**src/rtl/wsa_pkg.sv**
```systemverilog
`default_nettype none

package wsa_pkg;

    // Datapath width of both vectoring passes and of the angle accumulator
    localparam int DW = 64;

    // Angle constants in Q60
    localparam logic signed [DW-1:0] PI_Q60  = 64'sh3243F6A8885A308D;
    localparam logic signed [DW-1:0] PI2     = 64'sh1921FB54442D1847;
    localparam logic signed [DW-1:0] M2PI    = 64'sh6487ED5110B4611B;
    localparam logic signed [DW-1:0] QPI_Q60 = 64'sh0C90FDAA22168C23;

    // 4 times the rotation gain 1.64676 in Q16
    localparam logic [18:0] GAIN4 = 19'd431688;

    // Normalized larger part: [2^56, 2^57), unless 0 or already >= 2^57
    localparam int NORM_POS = 56;

    localparam logic [16:0] ASPECT_MAX = 17'd51471;

    typedef struct packed {
        logic nul;
        logic gxz;
        logic gyz;
        logic gxn;
        logic off;
    } flag_t;

    typedef struct packed {
        flag_t      f;
        logic [5:0] s1;
    } pre_t;

    typedef struct packed {
        logic        nul;
        logic        a_pos;
        logic [15:0] aq;
    } post_t;

    // atan(2^-i) in Q60 as a truncated series, evaluated at elaboration
    function automatic logic signed [DW-1:0] atan_pow2(input int i);
        logic signed [DW-1:0] sum;
        logic [DW-1:0]        term;
        int                   sh;
        sum = '0;
        if (i == 0) begin
            return QPI_Q60;
        end
        for (int k = 0; k < 64; k++) begin
            sh = 60 - i * (2 * k + 1);
            if (sh >= 0) begin
                term = (64'd1 << sh) / 64'(2 * k + 1);
                if (k % 2 == 1) begin
                    sum = sum - $signed(term);
                end
                else begin
                    sum = sum + $signed(term);
                end
            end
        end
        return sum;
    endfunction

endpackage

`default_nettype wire

```
**src/rtl/wsa_norm.sv**
```systemverilog
`default_nettype none

// Three-stage normalizer: find the larger magnitude, count its shift, shift both.
module wsa_norm #(
    parameter int SIDE_W = 5
) (
    input  wire logic                          clk,
    input  wire logic                          rst_n,
    input  wire logic                          en,
    input  wire logic                          in_valid,
    input  wire logic signed [wsa_pkg::DW-1:0] in_x,
    input  wire logic signed [wsa_pkg::DW-1:0] in_y,
    input  wire logic        [SIDE_W-1:0]      in_side,
    output logic                               out_valid,
    output logic signed      [wsa_pkg::DW-1:0] out_x,
    output logic signed      [wsa_pkg::DW-1:0] out_y,
    output logic             [5:0]             out_s,
    output logic             [SIDE_W-1:0]      out_side
);

    logic                          va_reg, vb_reg, vc_reg;
    logic signed [wsa_pkg::DW-1:0] xa_reg, ya_reg, xb_reg, yb_reg, xc_reg, yc_reg;
    logic        [wsa_pkg::DW-1:0] ma_reg, ma_next;
    logic        [SIDE_W-1:0]      sa_reg, sb_reg, sc_reg;
    logic        [5:0]             shb_reg, shb_next, shc_reg;

    always_comb
    begin
        logic [wsa_pkg::DW-1:0] mx, my;
        mx = in_x[wsa_pkg::DW-1] ? 64'(-in_x) : 64'(in_x);
        my = in_y[wsa_pkg::DW-1] ? 64'(-in_y) : 64'(in_y);
        ma_next = (my > mx) ? my : mx;
    end

    // shift lifting the leading one to bit 56; none if at or above it, or if zero
    always_comb
    begin
        logic [5:0] pos;
        pos = '0;
        for (int i = 0; i < wsa_pkg::DW; i++) begin
            if (ma_reg[i]) begin
                pos = 6'(i);
            end
        end
        if (ma_reg == '0 || pos >= 6'(wsa_pkg::NORM_POS)) begin
            shb_next = '0;
        end
        else begin
            shb_next = 6'(wsa_pkg::NORM_POS) - pos;
        end
    end

    always_ff @(posedge clk or negedge rst_n)
    begin
        if (!rst_n) begin
            va_reg <= 1'b0;
            vb_reg <= 1'b0;
            vc_reg <= 1'b0;
        end
        else if (en) begin
            va_reg <= in_valid;
            vb_reg <= va_reg;
            vc_reg <= vb_reg;
        end
    end

    always_ff @(posedge clk)
    begin
        if (en) begin
            xa_reg  <= in_x;
            ya_reg  <= in_y;
            ma_reg  <= ma_next;
            sa_reg  <= in_side;
            xb_reg  <= xa_reg;
            yb_reg  <= ya_reg;
            shb_reg <= shb_next;
            sb_reg  <= sa_reg;
            xc_reg  <= xb_reg <<< shb_reg;
            yc_reg  <= yb_reg <<< shb_reg;
            shc_reg <= shb_reg;
            sc_reg  <= sb_reg;
        end
    end

    assign out_valid = vc_reg;
    assign out_x     = xc_reg;
    assign out_y     = yc_reg;
    assign out_s     = shc_reg;
    assign out_side  = sc_reg;

endmodule

`default_nettype wire

```
**config.mk**
```make
export PLATFORM = sky130hd
export DESIGN_NAME = wsa_norm
export DESIGN_NICKNAME = d
export VERILOG_FILES = /design/src/rtl/wsa_pkg.sv /design/src/rtl/wsa_norm.sv
export SDC_FILE = /design/constraint.sdc
export NUM_CORES = 1
export LEC_CHECK = 0
export BUFFER_PORTS_ARGS = -buffer_cell sky130_fd_sc_hd__clkbuf_2
export CORE_MARGIN = 2
export CORE_UTILIZATION = 45
export CTS_CLUSTER_DIAMETER = 200
export DETAILED_ROUTE_END_ITERATION = 16
export SYNTH_ARGS = -nofsm -noshare
export SYNTH_HDL_FRONTEND = slang
export SYNTH_SLANG_ARGS = --single-unit
```
**constraint.sdc**
```tcl
create_clock -name clk -period 3.5 [get_ports clk]
set_input_delay 0.875 -clock clk [delete_from_list [all_inputs] [get_ports clk]]
set_output_delay 0.875 -clock clk [all_outputs]
set_load 0.01 [all_outputs]
```
## Yosys cells after proc, flatten, opt, wreduce, memory -nomap -nowiden

Cells that the tools add are included.

- Register bits after elaboration: 478
- Input bits: 137
- Output and inout port bits: 140

- Add/sub/neg operators: 3
- Order comparisons: 2
- Shifts and indexed selects: 2
- Muxes and demuxes: 66
- Reduce and logical (&&, ||, !) cells: 2

Operators with widths:

| cell | number |
|---|---|
| 6-bit two-way mux | 62 |
| 64-bit two-way mux | 3 |
| 64-bit negator | 2 |
| 64-bit by 6-bit <<< shifter with 64-bit output | 2 |
| 64-bit > comparator | 1 |
| 64-bit logical NOT | 1 |
| 6-bit >= comparator (second input constant) | 1 |
| 6-bit subtractor (first input constant) | 1 |
| 1-bit logical OR | 1 |
| 1-bit two-way mux | 1 |

## Logic depth before layout (Yosys ltp)

- Depth in word-level cells: 65
- Gate-level depth with buffers: 18
- Mapped depth without buffers: 16

## Least setup slack after synthesis

No wires, ideal clock.

- Path type: input to register
- Start: input port in_x[40] (netlist name)
- End: register ma_reg[13] (netlist name), data pin
- Arrival: 5396 ps
- Required time: 3221 ps
- Path slack: -2174 ps
- Stages: 15
- Path through: or4_4 -> or4_4 -> or4_4 -> or2_1 -> or4b_4 -> ha_1 -> nand4_1 -> nor4_1 -> o211ai_1 -> o22ai_1 -> a2111oi_0 -> a2bb2oi_1 -> clkbuf_1 -> buf_1 -> mux2i_1

- Word-level cells in the longest chain between the ends: 4

Ends and longest elaborated chain:

| element | RTL line | RTL |
|---|---|---|
| start, declared | wsa_norm.sv:11 | `input wire logic signed [wsa_pkg::DW-1:0] in_x,` |
| 64-bit negator | wsa_norm.sv:30 | `mx = in_x[wsa_pkg::DW-1] ? 64'(-in_x) : 64'(in_x);` |
| 64-bit two-way mux (*) | wsa_norm.sv:30 |  |
| 64-bit > comparator (*) | wsa_norm.sv:32 | `ma_next = (my > mx) ? my : mx;` |
| 64-bit two-way mux (*) | wsa_norm.sv:32 |  |
| named net ma_next, one bit | wsa_norm.sv:23 | `logic [wsa_pkg::DW-1:0] ma_reg, ma_next;` |
| end signal, assigned | wsa_norm.sv:72 | `ma_reg <= ma_next;` |
| end, declared | wsa_norm.sv:23 |  |

The timed path passes the listed nets; every way through them passes the cells marked *.
A chain may end at the register's enable or synchronous reset.

## Worst setup path after layout

- Start: input port in_x[40] (netlist name)
- End: register ma_reg[2] (netlist name), data pin

The elaborated chain is that of the path after synthesis.

==> qor.yml <==
ys_warn_count: 0
clock_latency_ps: 610
finClkSkew_ps: 19.4
vias: 21600
grt_pass1_wl_mm: 132
violations: "setup timing"
hpwl_mm: 72.5
finish.net_count: 3126
rsz0062_at_grt: "yes"
power_leakage_nw: 14.2
max_cap_violations: 0
critical_path_class: "input port to flip-flop"
syn_inst: 2301
clock-sinks: 478
post_drt_wl_per_cell_um: 23.9
p_int_w: 0.0115
synth-seq-area-share: 0.518
sequentialPowerShare: 0.455
grt_max_degree: 135
hold_violations: 0
yosysTopAreaCell: "edfxtp_1"
drt-initial-drc-count: 2111
cts_buffers: 50
route.detailed.drc: 0
combPwrFrac: 0.211
setup_slack_ps: -1300
yosysUniqueCellTypes: 69
cts_tree: "done"
p_switching_w: 0.00450
antenna_found_initial: 2
slew_violations: 0
netlist.area_leader.share: 0.515
timing.final.crit_share: 1.37
hp-class: "input port to asynchronous set/reset pin"
die_y_um: 252
numPortBuffers: 276
final_common_cell: "edfxtp_1"
cp-end-kind: "flip-flop"
cp-start-kind: "input port"
synth_area_leaders: "edfxtp_1, mux4_2, mux2i_1"
start_util: 0.457
drtAntennaViolNets: 0
post_dp_cell_area_um2: 32900
critPathMaxFanout: 8
drt-vias-per-instance: 5.76
syn_area_per_cell_um2: 12.0
rows: 90
antenna_cells: 0
switching_share: 0.281
core_area_um2: 60600
clkSlewWorstSetupHoldPaths_ps: 60
area.growth.synth_to_final_pct: 26.7
worstMarginPinSlew_ps: 896
dieArea_um2: 63500
clockBufferDepth: 3
syn_area_um2: 27700
synth-async-reset-ratio: 0.00628
grt_pass1_vias: 20800
ys_ff_latch: 478
max_freq_mhz: 208
p_total_w: 0.0160
power_density_nw_per_um2: 456
slew_headroom: 0.400
drive_gt1_frac: 0.353
drtPass1Iterations: 6
clockRootBuffer: "clkbuf_16"
cts_hold_buf: 0
io_pins: 277
gp_congestion: 0.971
die_w_um: 252
status: "finished with violations"
cts_htree_levels: 2
peakVddDrop_v: 0.000383
setup_viol: 64
synth_enable_flop_cells: 475
fin_area_um2: 35100
grt_usage: 0.280
wl_mm: 89.3
grt-ovfl-total: 0
crit_required_ps: 3850
cp.arrival_ps: 5150
syn-num-nets: 2505
period_needed_ps: 4800
dominantRegCellSynth: "edfxtp_1"
clkPwrFrac: 0.333
final_cell_mix: "edfxtp_1, buf_4, nand2_1"
## critical path: stages
cell       delay, ps
buf_6             90
or4_4            540
or4_4            500
or4_4            480
or2_1            270
or4b_4           550
ha_4             280
nand4_1          140
nor4_4           360
o211ai_1         150
o22ai_2          180
a2111oi_4         90
a2bb2oi_4        180
buf_12           170
mux2_4           300
## cell families after synthesis
group / share of synthesized area
AOI/OAI and AO/OA: 0.0928
xor gates and xnor gates: 0.0392
adders and majority gates: 0.0303
buffers and inverters: 0.0307
DFF: 0.518
muxes: 0.179
and+or+nand+nor: 0.111
## metal layers
layer  GRT usage  vias up  wire length [µm]
met4       0.102        0              3410
li1            -    10000                 -
met5           0        -                 0
met1       0.409    10600             40600
met3      0.0350      137              5350
met2       0.430      831             40000
## power groups by stage
stage               Sequential [W]  Combinational, W  Clock [W]
global route               0.00734           0.00363    0.00567
floorplan                  0.00732           0.00166          0
finish                     0.00728           0.00338    0.00533
detailed placement         0.00740           0.00322          0
global placement           0.00738           0.00319          0
CTS                        0.00728           0.00330    0.00546
## per-stage QoR
step                      worst slack, ps   util  hold WS, ps  cells  TNS, ps
final                               -1300  0.579         67.9   3744   -80620
after global routing                -1430  0.579         41.5   3744   -88740
after CTS                           -1300  0.575         32.8   3737   -81160
after detailed placement            -2490  0.543          405   3640  -154030
after global placement              -2310  0.543          401   3640  -143760
after floorplan                     -1680      -          400   2301  -106500
## final timing paths
path / start / end / slack, ps / cells after the start
max: in_x[40] / ma_reg[2]$_DFFE_PP_ / -1300 / 15
min: rst_n / vb_reg$_DFFE_PN0P_ / 70 / 1
max reg2reg: shb_reg[0]$_SDFFCE_PP0P_ / out_x[53]$_DFFE_PP_ / 380 / 7
min reg2reg: ya_reg[0]$_DFFE_PP_ / yb_reg[0]$_DFFE_PP_ / 410 / 0
max in group asynchronous: rst_n / out_valid$_DFFE_PN0P_ / 3320 / 1
min in group clk: ya_reg[0]$_DFFE_PP_ / yb_reg[0]$_DFFE_PP_ / 410 / 0
## cell type report
class                      count  area, µm²
fill                        5096      25500
tap                          782        978
inverter                      92        348
clock inverter                35        375
multi-input combinational   1598      12900
sequential                   478      14300
clock buffer                  57       1280
timing repair buffer         702       4870
## cell usage after synthesis (5+ instances only)
cell type    n
edfxtp_1   475
nand2_1    280
nor2_1     186
mux4_2     133
mux2i_1    126
o21ai_0    123
xor2_1     111
clkbuf_1   108
a21oi_1    105
inv_1       92
ha_1        67
mux2_2      61
o22ai_1     36
nor4_1      35
o31ai_1     31
nor3_1      28
nand3_1     25
o41ai_1     23
buf_1       21
nand4_1     18
or4_1       16
a211oi_1    15
a31oi_1     15
nor2b_1     15
or2_2       15
or3_1       11
xnor2_1     11
nand2b_1    10
o21a_1      10
and2_1       9
and3_1       9
a21o_1       7
o21bai_1     6
o31a_1       6
o211ai_1     5
## timing repair
| action | in CTS | in global routing |
|---|---|---|
| endpoints found under the hold margin | 0 | 0 |
| pin swaps | 17 | 29 |
| setup endpoints to repair | 64 | 64 |
| cloned | 0 | 0 |
| setup buffers | 6 | 7 |
| resized for setup | 43 | 36 |
Power figures use the tool's default switching activity.
